`config.mk`:
```
export PLATFORM = sky130hd
export DESIGN_NAME = timestamp_text_to_utc_seconds
export DESIGN_NICKNAME = d
export VERILOG_FILES = /design/src/rtl/tsu_pkg.sv /design/src/rtl/timestamp_text_to_utc_seconds.sv /design/src/rtl/tsu_ctrl.sv /design/src/rtl/tsu_dp.sv
export SDC_FILE = /design/constraint.sdc
export NUM_CORES = 2
export LEC_CHECK = 0
export BUFFER_PORTS_ARGS = -buffer_cell sky130_fd_sc_hd__buf_2
export CORE_ASPECT_RATIO = 0.7
export CORE_UTILIZATION = 50
export CTS_CLUSTER_SIZE = 28
export DETAILED_ROUTE_END_ITERATION = 10
export HOLD_SLACK_MARGIN = 0.12
export PLACE_DENSITY = 0.77
export REMOVE_ABC_BUFFERS = 1
export SLEW_MARGIN = 15
export SYNTH_ARGS = -nofsm -noshare
export SYNTH_HDL_FRONTEND = slang
export SYNTH_SLANG_ARGS = --single-unit
```
`constraint.sdc`:
```
create_clock -name clk_i -period 6.1 [get_ports clk_i]
set_input_delay 0.61 -clock clk_i [delete_from_list [all_inputs] [get_ports clk_i]]
set_output_delay 0.61 -clock clk_i [all_outputs]
set_load 0.05 [all_outputs]
```
`src/rtl/tsu_pkg.sv`:
```
// ----------------------------------------------------------------------------
// Timestamp-to-UTC package
// Shared types and constants for the timestamp text parser.
// ----------------------------------------------------------------------------
package tsu_pkg;

  localparam int unsigned StampLen = 14;
  localparam int unsigned SecW     = 39;

  // floor(x / 400) = (x * Recip400) >> 23 for any 14-bit x
  localparam logic [14:0] Recip400 = 15'd20972;

  localparam logic [1:0] ZoneNone    = 2'd0;
  localparam logic [1:0] ZoneApplied = 2'd1;
  localparam logic [1:0] ZoneIgnored = 2'd2;

  // Character classes reported by the datapath.
  typedef struct packed {
    logic ws;
    logic digit;
    logic sign;
    logic minus;
  } char_class_t;

  // Controller to datapath commands.
  typedef struct packed {
    logic       stamp_digit;   // feed stamp character
    logic [3:0] stamp_pos;
    logic       stamp_bad;     // mark non-digit
    logic       zone_sign;     // capture sign
    logic       zone_digit;    // feed zone digit
    logic [2:0] zone_pos;
    logic       clear;         // return to reset state
    logic       convert;       // start conversion
    logic [1:0] zone_kind;     // zone status for the result
    logic       phase_ok;      // reached rest phase or later
  } dp_cmd_t;

  typedef struct packed {
    logic busy;  // conversion or result held
  } dp_sts_t;

endpackage

```
`src/rtl/timestamp_text_to_utc_seconds.sv`:
```
// ----------------------------------------------------------------------------
// Timestamp text to UTC seconds
// Parses a YYYYMMDDHHMMSS [+-HHMM] string one character per transaction.
// ----------------------------------------------------------------------------
// Input channel: one Latin-1 character per transaction, last_i on the final
// one. Characters are taken one per cycle while no conversion is pending.
// On the last character a conversion runs (range check, days-from-civil in
// steps, seconds multiply, zone offset); the result then sits in the output
// register until taken. The input stalls from the last character until the
// result has been taken. An output stall holds the result and keeps the
// input stalled. Reset returns the parser to the leading-space phase and
// drops any pending result.
// ----------------------------------------------------------------------------
module timestamp_text_to_utc_seconds import tsu_pkg::*; (
  input  logic                   clk_i,
  input  logic                   rst_ni,
  input  logic                   in_valid_i,
  output logic                   in_stall_o,
  input  logic [7:0]             char_code_i,
  input  logic                   last_i,
  output logic                   out_valid_o,
  input  logic                   out_stall_i,
  output logic                   valid_res_o,
  output logic signed [SecW-1:0] utc_seconds_o,
  output logic [1:0]             zone_status_o
);

  dp_cmd_t     cmd;
  dp_sts_t     sts;
  char_class_t cls;
  logic        take;

  assign in_stall_o = sts.busy;
  assign take       = in_valid_i && !in_stall_o;

  tsu_ctrl u_ctrl (
    .clk_i, .rst_ni, .take_i(take), .last_i, .cls_i(cls), .cmd_o(cmd)
  );

  tsu_dp u_dp (
    .clk_i, .rst_ni, .char_code_i, .cmd_i(cmd), .cls_o(cls), .sts_o(sts),
    .out_stall_i, .out_valid_o, .valid_res_o, .utc_seconds_o, .zone_status_o
  );

  a_no_take_busy: assert property (@(posedge clk_i) disable iff (!rst_ni)
    out_valid_o |-> !take) else $error("input taken while result pending");
  a_convert_last: assert property (@(posedge clk_i) disable iff (!rst_ni)
    cmd.convert |-> (take && last_i)) else $error("convert without last");
  a_busy_after_last: assert property (@(posedge clk_i) disable iff (!rst_ni)
    (take && last_i) |=> sts.busy) else $error("not busy after last");
  a_invalid_zero: assert property (@(posedge clk_i) disable iff (!rst_ni)
    (out_valid_o && !valid_res_o) |-> (utc_seconds_o == '0))
    else $error("invalid result not zero");

endmodule

```
`src/rtl/tsu_ctrl.sv`:
```
// ----------------------------------------------------------------------------
// Timestamp-to-UTC controller
// Parse state machine: leading space, stamp, rest, zone digits, tail, junk.
// ----------------------------------------------------------------------------
module tsu_ctrl import tsu_pkg::*; (
  input  logic        clk_i,
  input  logic        rst_ni,
  input  logic        take_i,
  input  logic        last_i,
  input  char_class_t cls_i,
  output dp_cmd_t     cmd_o
);

  typedef enum logic [2:0] {
    PhLead, PhStamp, PhRest, PhZdig, PhZtail, PhJunk
  } phase_e;

  phase_e     phase_q, phase_d;
  logic [3:0] cnt_q, cnt_d;
  logic [2:0] zcnt_q, zcnt_d;

  always_comb begin
    logic stamp;
    stamp   = 1'b0;
    phase_d = phase_q;
    cnt_d   = cnt_q;
    zcnt_d  = zcnt_q;
    cmd_o   = '0;
    cmd_o.stamp_pos = cnt_q;
    cmd_o.zone_pos  = zcnt_q;
    case (phase_q)
      PhLead: begin
        if (!cls_i.ws) begin
          stamp = 1'b1;
        end
      end
      PhStamp: stamp = 1'b1;
      PhRest: begin
        if (cls_i.sign) begin
          cmd_o.zone_sign = take_i;
          phase_d = PhZdig;
        end else if (!cls_i.ws) begin
          phase_d = PhJunk;
        end
      end
      PhZdig: begin
        if (cls_i.digit) begin
          cmd_o.zone_digit = take_i;
          zcnt_d = zcnt_q + 3'd1;
          if (zcnt_q == 3'd3) begin
            phase_d = PhZtail;
          end
        end else begin
          phase_d = PhJunk;
        end
      end
      PhZtail: begin
        if (!cls_i.ws) begin
          phase_d = PhJunk;
        end
      end
      default: phase_d = PhJunk;
    endcase
    if (stamp) begin
      cmd_o.stamp_digit = take_i && cls_i.digit;
      cmd_o.stamp_bad   = take_i && !cls_i.digit;
      cnt_d   = cnt_q + 4'd1;
      phase_d = (cnt_q == 4'(StampLen - 1)) ? PhRest : PhStamp;
    end
    cmd_o.phase_ok = (phase_d == PhRest) || (phase_d == PhZdig) ||
                     (phase_d == PhZtail) || (phase_d == PhJunk);
    case (phase_d)
      PhZtail: cmd_o.zone_kind = ZoneApplied;
      PhRest:  cmd_o.zone_kind = ZoneNone;
      default: cmd_o.zone_kind = ZoneIgnored;
    endcase
    if (take_i && last_i) begin
      cmd_o.convert = 1'b1;
      cmd_o.clear   = 1'b1;
      phase_d = PhLead;
      cnt_d   = '0;
      zcnt_d  = '0;
    end else if (!take_i) begin
      phase_d = phase_q;
      cnt_d   = cnt_q;
      zcnt_d  = zcnt_q;
    end
  end

  always_ff @(posedge clk_i or negedge rst_ni) begin
    if (!rst_ni) begin
      phase_q <= PhLead;
      cnt_q   <= '0;
      zcnt_q  <= '0;
    end else begin
      phase_q <= phase_d;
      cnt_q   <= cnt_d;
      zcnt_q  <= zcnt_d;
    end
  end

endmodule

```
`src/rtl/tsu_dp.sv`:
```
// ----------------------------------------------------------------------------
// Timestamp-to-UTC datapath
// Field accumulators, date check and a multi-cycle seconds conversion.
// ----------------------------------------------------------------------------
module tsu_dp import tsu_pkg::*; (
  input  logic                   clk_i,
  input  logic                   rst_ni,
  input  logic [7:0]             char_code_i,
  input  dp_cmd_t                cmd_i,
  output char_class_t            cls_o,
  output dp_sts_t                sts_o,
  input  logic                   out_stall_i,
  output logic                   out_valid_o,
  output logic                   valid_res_o,
  output logic signed [SecW-1:0] utc_seconds_o,
  output logic [1:0]             zone_status_o
);

  logic [13:0] year_q;
  logic [6:0]  month_q, day_q, hour_q, min_q, sec_q, zh_q, zm_q;
  logic        bad_q, zneg_q;
  logic [3:0]  v;

  assign v = char_code_i[3:0];
  assign cls_o.digit = (char_code_i >= 8'h30) && (char_code_i <= 8'h39);
  assign cls_o.ws    = ((char_code_i >= 8'h09) && (char_code_i <= 8'h0D)) ||
                       (char_code_i == 8'h20) || (char_code_i == 8'h85) ||
                       (char_code_i == 8'hA0);
  assign cls_o.sign  = (char_code_i == 8'h2B) || (char_code_i == 8'h2D);
  assign cls_o.minus = (char_code_i == 8'h2D);

  function automatic logic [6:0] acc7(logic [6:0] a, logic [3:0] d);
    logic [10:0] t;
    t = {4'd0, a} * 11'd10 + {7'd0, d};
    return t[6:0];
  endfunction

  always_ff @(posedge clk_i or negedge rst_ni) begin
    if (!rst_ni) begin
      year_q <= '0; month_q <= '0; day_q <= '0; hour_q <= '0;
      min_q <= '0; sec_q <= '0; zh_q <= '0; zm_q <= '0;
      bad_q <= 1'b0; zneg_q <= 1'b0;
    end else if (cmd_i.clear) begin
      year_q <= '0; month_q <= '0; day_q <= '0; hour_q <= '0;
      min_q <= '0; sec_q <= '0; zh_q <= '0; zm_q <= '0;
      bad_q <= 1'b0; zneg_q <= 1'b0;
    end else begin
      if (cmd_i.stamp_bad) begin
        bad_q <= 1'b1;
      end
      if (cmd_i.stamp_digit) begin
        if (cmd_i.stamp_pos < 4'd4) begin
          year_q <= 14'(({4'd0, year_q} * 18'd10) + {14'd0, v});
        end else if (cmd_i.stamp_pos < 4'd6) begin
          month_q <= acc7(month_q, v);
        end else if (cmd_i.stamp_pos < 4'd8) begin
          day_q <= acc7(day_q, v);
        end else if (cmd_i.stamp_pos < 4'd10) begin
          hour_q <= acc7(hour_q, v);
        end else if (cmd_i.stamp_pos < 4'd12) begin
          min_q <= acc7(min_q, v);
        end else begin
          sec_q <= acc7(sec_q, v);
        end
      end
      if (cmd_i.zone_sign) begin
        zneg_q <= cls_o.minus;
      end
      if (cmd_i.zone_digit) begin
        if (cmd_i.zone_pos < 3'd2) begin
          zh_q <= acc7(zh_q, v);
        end else begin
          zm_q <= acc7(zm_q, v);
        end
      end
    end
  end

  // Snapshot of the final fields (including the last character's update).
  logic [13:0] y_n;
  logic [6:0]  mo_n, d_n, h_n, mi_n, s_n, zh_n, zm_n;
  logic        bad_n, zneg_n;

  always_comb begin
    y_n = year_q; mo_n = month_q; d_n = day_q; h_n = hour_q;
    mi_n = min_q; s_n = sec_q; zh_n = zh_q; zm_n = zm_q;
    bad_n = bad_q || cmd_i.stamp_bad;
    zneg_n = cmd_i.zone_sign ? cls_o.minus : zneg_q;
    if (cmd_i.stamp_digit) begin
      if (cmd_i.stamp_pos < 4'd4) begin
        y_n = 14'(({4'd0, year_q} * 18'd10) + {14'd0, v});
      end else if (cmd_i.stamp_pos < 4'd6) begin
        mo_n = acc7(month_q, v);
      end else if (cmd_i.stamp_pos < 4'd8) begin
        d_n = acc7(day_q, v);
      end else if (cmd_i.stamp_pos < 4'd10) begin
        h_n = acc7(hour_q, v);
      end else if (cmd_i.stamp_pos < 4'd12) begin
        mi_n = acc7(min_q, v);
      end else begin
        s_n = acc7(sec_q, v);
      end
    end
    if (cmd_i.zone_digit) begin
      if (cmd_i.zone_pos < 3'd2) begin
        zh_n = acc7(zh_q, v);
      end else begin
        zm_n = acc7(zm_q, v);
      end
    end
  end

  // Sequential conversion, one step per cycle.
  logic [3:0]  step_q;
  logic        run_q;
  logic [13:0] cy_q;
  logic [6:0]  cmo_q, cd_q, ch_q, cmi_q, cs_q, czh_q, czm_q;
  logic        cbad_q, cneg_q, cok_q;
  logic [1:0]  ckind_q;
  logic [13:0] yy_q;
  logic [3:0]  mp_q;
  logic [8:0]  doy_q;
  logic [4:0]  era_q;
  logic [5:0]  cq_q;
  logic [8:0]  yoe_q;
  logic [17:0] doe_q;
  logic signed [23:0] days_q;
  logic signed [SecW-1:0] t_q;
  logic [16:0] tod_q;
  logic [18:0] off_q;
  logic        leap_q;
  logic [4:0]  mlen;
  logic [13:0] yy_c, r400_c;
  logic [28:0] cy_prod, yy_prod;
  logic [8:0]  doy_base;
  logic [1:0]  c100;

  assign yy_c    = (cmo_q <= 7'd2) ? cy_q - 14'd1 : cy_q;
  assign cy_prod = {15'd0, cy_q} * {14'd0, Recip400};
  assign yy_prod = {15'd0, yy_c} * {14'd0, Recip400};
  assign r400_c  = cy_q - {8'd0, cq_q} * 14'd400;

  always_comb begin
    case (cmo_q)
      7'd2:                       mlen = leap_q ? 5'd29 : 5'd28;
      7'd4, 7'd6, 7'd9, 7'd11:    mlen = 5'd30;
      default:                    mlen = 5'd31;
    endcase
  end

  always_comb begin
    case (mp_q)
      4'd1:    doy_base = 9'd31;
      4'd2:    doy_base = 9'd61;
      4'd3:    doy_base = 9'd92;
      4'd4:    doy_base = 9'd122;
      4'd5:    doy_base = 9'd153;
      4'd6:    doy_base = 9'd184;
      4'd7:    doy_base = 9'd214;
      4'd8:    doy_base = 9'd245;
      4'd9:    doy_base = 9'd275;
      4'd10:   doy_base = 9'd306;
      4'd11:   doy_base = 9'd337;
      default: doy_base = 9'd0;
    endcase
  end

  always_comb begin
    if (yoe_q >= 9'd300) begin
      c100 = 2'd3;
    end else if (yoe_q >= 9'd200) begin
      c100 = 2'd2;
    end else if (yoe_q >= 9'd100) begin
      c100 = 2'd1;
    end else begin
      c100 = 2'd0;
    end
  end

  logic held_q;
  assign sts_o.busy  = run_q || held_q;
  assign out_valid_o = held_q;

  always_ff @(posedge clk_i or negedge rst_ni) begin
    if (!rst_ni) begin
      run_q  <= 1'b0;
      held_q <= 1'b0;
      step_q <= '0;
    end else begin
      if (held_q && !out_stall_i) begin
        held_q <= 1'b0;
      end
      if (cmd_i.convert) begin
        run_q  <= 1'b1;
        step_q <= '0;
      end else if (run_q) begin
        step_q <= step_q + 4'd1;
        if (step_q == 4'd5) begin
          run_q  <= 1'b0;
          held_q <= 1'b1;
        end
      end
    end
  end

  always_ff @(posedge clk_i) begin
    if (cmd_i.convert) begin
      cy_q <= y_n; cmo_q <= mo_n; cd_q <= d_n; ch_q <= h_n;
      cmi_q <= mi_n; cs_q <= s_n; czh_q <= zh_n; czm_q <= zm_n;
      cbad_q <= bad_n || !cmd_i.phase_ok;
      cneg_q <= zneg_n; ckind_q <= cmd_i.zone_kind;
    end else if (run_q) begin
      case (step_q)
        4'd0: begin
          cq_q   <= cy_prod[28:23];
          era_q  <= yy_prod[27:23];
          yy_q   <= yy_c;
          mp_q   <= (cmo_q > 7'd2) ? 4'(cmo_q - 7'd3) : 4'(cmo_q + 7'd9);
          tod_q  <= 17'({10'd0, ch_q} * 17'd3600 + {10'd0, cmi_q} * 17'd60 + 17'(cs_q));
          off_q  <= 19'({12'd0, czh_q} * 19'd3600 + {12'd0, czm_q} * 19'd60);
        end
        4'd1: begin
          leap_q <= (cy_q[1:0] == 2'd0) && !(r400_c inside {14'd100, 14'd200, 14'd300});
          yoe_q  <= 9'(yy_q - {9'd0, era_q} * 14'd400);
          doy_q  <= 9'(doy_base + {2'd0, cd_q} - 9'd1);
        end
        4'd2: begin
          cok_q <= !cbad_q && (cy_q >= 14'd1) && (cy_q <= 14'd9999) &&
                   (cmo_q >= 7'd1) && (cmo_q <= 7'd12) && (cd_q >= 7'd1) &&
                   ({2'd0, cd_q} <= {4'd0, mlen}) && (ch_q < 7'd24) &&
                   (cmi_q < 7'd60) && (cs_q < 7'd60);
          doe_q <= 18'({9'd0, yoe_q} * 18'd365 + 18'(yoe_q >> 2) -
                       18'(c100) + 18'(doy_q));
        end
        4'd3: begin
          days_q <= $signed(24'({19'd0, era_q} * 24'd146097 + 24'(doe_q))) -
                    24'sd719468;
        end
        4'd4: begin
          t_q <= SecW'(days_q) * 39'sd86400 + $signed(SecW'(tod_q));
        end
        4'd5: begin
          valid_res_o   <= cok_q;
          zone_status_o <= cok_q ? ckind_q : ZoneNone;
          if (!cok_q) begin
            utc_seconds_o <= '0;
          end else if (ckind_q == ZoneApplied) begin
            utc_seconds_o <= cneg_q ? t_q + $signed(SecW'(off_q))
                                    : t_q - $signed(SecW'(off_q));
          end else begin
            utc_seconds_o <= t_q;
          end
        end
        default: ;
      endcase
    end
  end

endmodule
```
==> impl_results.md <==
- Outcome: complete, no violations
- Drt drc: 0
- Final GP Congestion: 0.9289
- Buffers & Inverters on Critical Path: 10
- Reg clk slew, reported paths: 0.07 ns
- IO Pins: 57
- Crit Path Max Fanout: 7
- First-pass GRT wire length: 138100 um
- Yosys top cell area share: 23.95%
- Share of flip-flops with an asynchronous set or reset: 22.63%
- Seq cells post-synth: 358
- Worst hold margin: 0.2598 ns
- Initial detailed-routing violation count: 1483
- Mapped Area: 0.04011 mm2
- Post-synthesis cell count: 3902
- Worst min-delay path class: in2reg
- Dominant cells by area after synthesis: ha_1, edfxtp_1, fa_1, inv_1, dfrtp_1
- Root buf cell: clkbuf_16
- Worst Path Arrival: 6.15 ns
- Antenna-violating nets left: 0
- Setup violations, final: 0
- Final core occ: 55.76%
- Startpoint class of the critical path: flop
- Initial antenna violation count: 0
- Global route overflow: 0
- Routed wire length: 82950 um
- Netlist cell types: 93
- ANT cells: 0
- Chip Width: 340.5 um
- EDFF count, synth: 268
- Top cells by instance count after synthesis: inv_1, ha_1, fa_1, edfxtp_1, xnor2_1
- Post-Synthesis Mean Instance Area: 10.28 um2
- Number of global-route vias before repair: 27317
- DR pass1 iterations: 5
- Via-to-Cell Ratio: 5.285
- Worst Tran Pin Value: 0.9523 ns
- Setup CP Type: reg2reg
- Die Area: 0.08138 mm2
- Finished Cell Area: 0.04410 mm2
- Post-DP Area: 0.04227 mm2
- Gr usage total: 20.71%
- Yosys top cell by area: ha_1
- Total CTS buffers: 39
- Required time worst endpoint: 6.40 ns
- Die H: 239.0 um
- CP peak stage delay: 0.52 ns
- Core Region: 0.07909 mm2
- Fin nets: 5169
- Max-slew headroom: 36.51%
- Max Slew Vio Count: 0
- MaxCap Viol Count: 0
- Max Fclk: 0.1709 GHz
- Port Buf Inserts: 56
- Most numerous cell in the Yosys netlist: inv_1
- Cell Rows: 86
- CP max stage cell: fa_1
- Starting density of the core: 50.72%
- H-tree depth: 2
- CP dominant cell by count: inv_1
- WL/cell: 16.10 um
- Tmin final: 5.850 ns
- Final worst-path cycle share: 95.90%
- Setup Skew: 0.02529 ns
- Layout cells sized above 1: 9.568%
- Clock Path Buffers: 3
- Most used DFF post-synth: edfxtp_1
- Final HPWL DP: 66800 um
- Clk_lat worst skew: 0.57 ns
- CP delay by family, top: adder cells
- DR vias: 27234
- Sequential fraction of the synthesis area: 25.56%
- Hold Vio Cnt, Final: 0
- Sinks on Clock Net: 358
- Largest net degree at the start of global routing: 81
- Syn-to-layout area delta: 9.925%
- Yosys warnings: 0
- Crit. End Element: flop
- CTS tree: done
-- cells in the final DEF, fill, tap and decap left out, drive strengths merged, types with 18 or more instances in the layout --
| cell | netlist | routed |
|---|---|---|
| nand3 | 53 | 53 |
| ha | 768 | 768 |
| o211ai | 19 | 19 |
| nor3 | 40 | 40 |
| nor2 | 141 | 141 |
| o21bai | 46 | 46 |
| clkbuf | 42 | 49 |
| nand2b | 21 | 21 |
| mux2 | 52 | 52 |
| inv | 782 | 787 |
| a31oi | 20 | 20 |
| xor2 | 86 | 86 |
| dfrtp | 81 | 81 |
| o21ai | 92 | 92 |
| fa | 320 | 320 |
| and3 | 18 | 18 |
| buf | 12 | 178 |
| nand4 | 28 | 28 |
| a21oi | 218 | 218 |
| edfxtp | 268 | 268 |
| nand2 | 148 | 148 |
| xnor2 | 229 | 229 |
| nor2b | 91 | 91 |
| a21o | 104 | 104 |
-- worst register-to-register path: cells and delay by family, from the launching register on --
family	cells	cell delay [ns]
adders and majority gates	7	2.55
AOI/OAI and AO/OA	7	1.07
buffers and inverters	10	0.93
DFF	1	0.38
xor gates and xnor gates	2	0.34
and+or+nand+nor	2	0.28
-- layout make-up --
cell class / instances / area, um2
Sequential cell: 358 / 10250
Fill cell: 6596 / 34990
Timing Repair Buffer: 179 / 1216
Clock buffer: 49 / 1056
Inverter: 784 / 2945
Clock inverter: 21 / 236.5
Multi-Input combinational cell: 2706 / 27070
Tap cell: 1056 / 1321
-- flip-flops by register name, indices dropped and copies added (netlist names), 14 cells and up --
register	cells
u_dp.t_q	39
u_dp.utc_seconds_o	39
u_dp.days_q	24
u_dp.doe_q	18
u_dp.off_q	17
u_dp.tod_q	17
u_dp.cy_q	14
u_dp.year_q	14
-- metal layers --
metal  GRT usage (%)  vias up  routed length [um]
li1                -    13400                   -
met1           31.30    13162               41540
met2           30.84      577               35020
met3           3.769       95                4903
met4           3.995        0                1487
met5               0        -                   0
-- stage by stage --
stage / cells / setup WS (ns) / setup TNS (ns)
after CTS: 5128 / 0.008155 / 0
final: 5153 / 0.2500 / 0
after global placement: 5057 / 0.001882 / 0
after floorplan: 3848 / -1.092 / -8.554
after global routing: 5153 / -0.05106 / -0.1433
after detailed placement: 5057 / -0.2310 / -0.4920
-- cell families (layout without fill, tap and decap cells) --
logic type	after synthesis	in the layout	share of synthesized area, %
adder cells (fa/ha/maj)	1088	1088	39.92
buffers and inverters	838	1033	7.891
AND/OR/NAND/NOR	628	628	8.081
AO/OA/AOI/OAI	612	612	9.878
flip-flops	358	358	25.56
XOR/XNOR	316	316	6.952
multiplexers	62	62	1.709
-- final timing paths --
check	from	cells past startpoint	endpoint	slack, ns
setup / recovery	u_dp.cy_q[2]	28	u_dp.era_q[3]	0.25
hold / removal	out_stall_i	2	u_dp.out_valid_o	0.26
setup reg to reg	u_dp.cy_q[2]	28	u_dp.era_q[3]	0.25
hold reg to reg	u_dp.tod_q[0]	0	u_dp.t_q[0]	0.42
max in group asynchronous	rst_ni	3	u_dp.hour_q[4]	4.52
min in group asynchronous	rst_ni	2	u_dp.year_q[13]	0.58
-- timing repair --
item | in CTS | in global routing
setup endpoints to repair | 4 | 10
gates resized for setup | 9 | 67
setup buffers | 0 | 25
hold buffers | 1 | 0
endpoints found under the hold margin | 41 | 0
pin swaps | 3 | 30
Power is not shown: default switching activity piles up to over one toggle a cycle in this logic, so the estimate is an artifact.
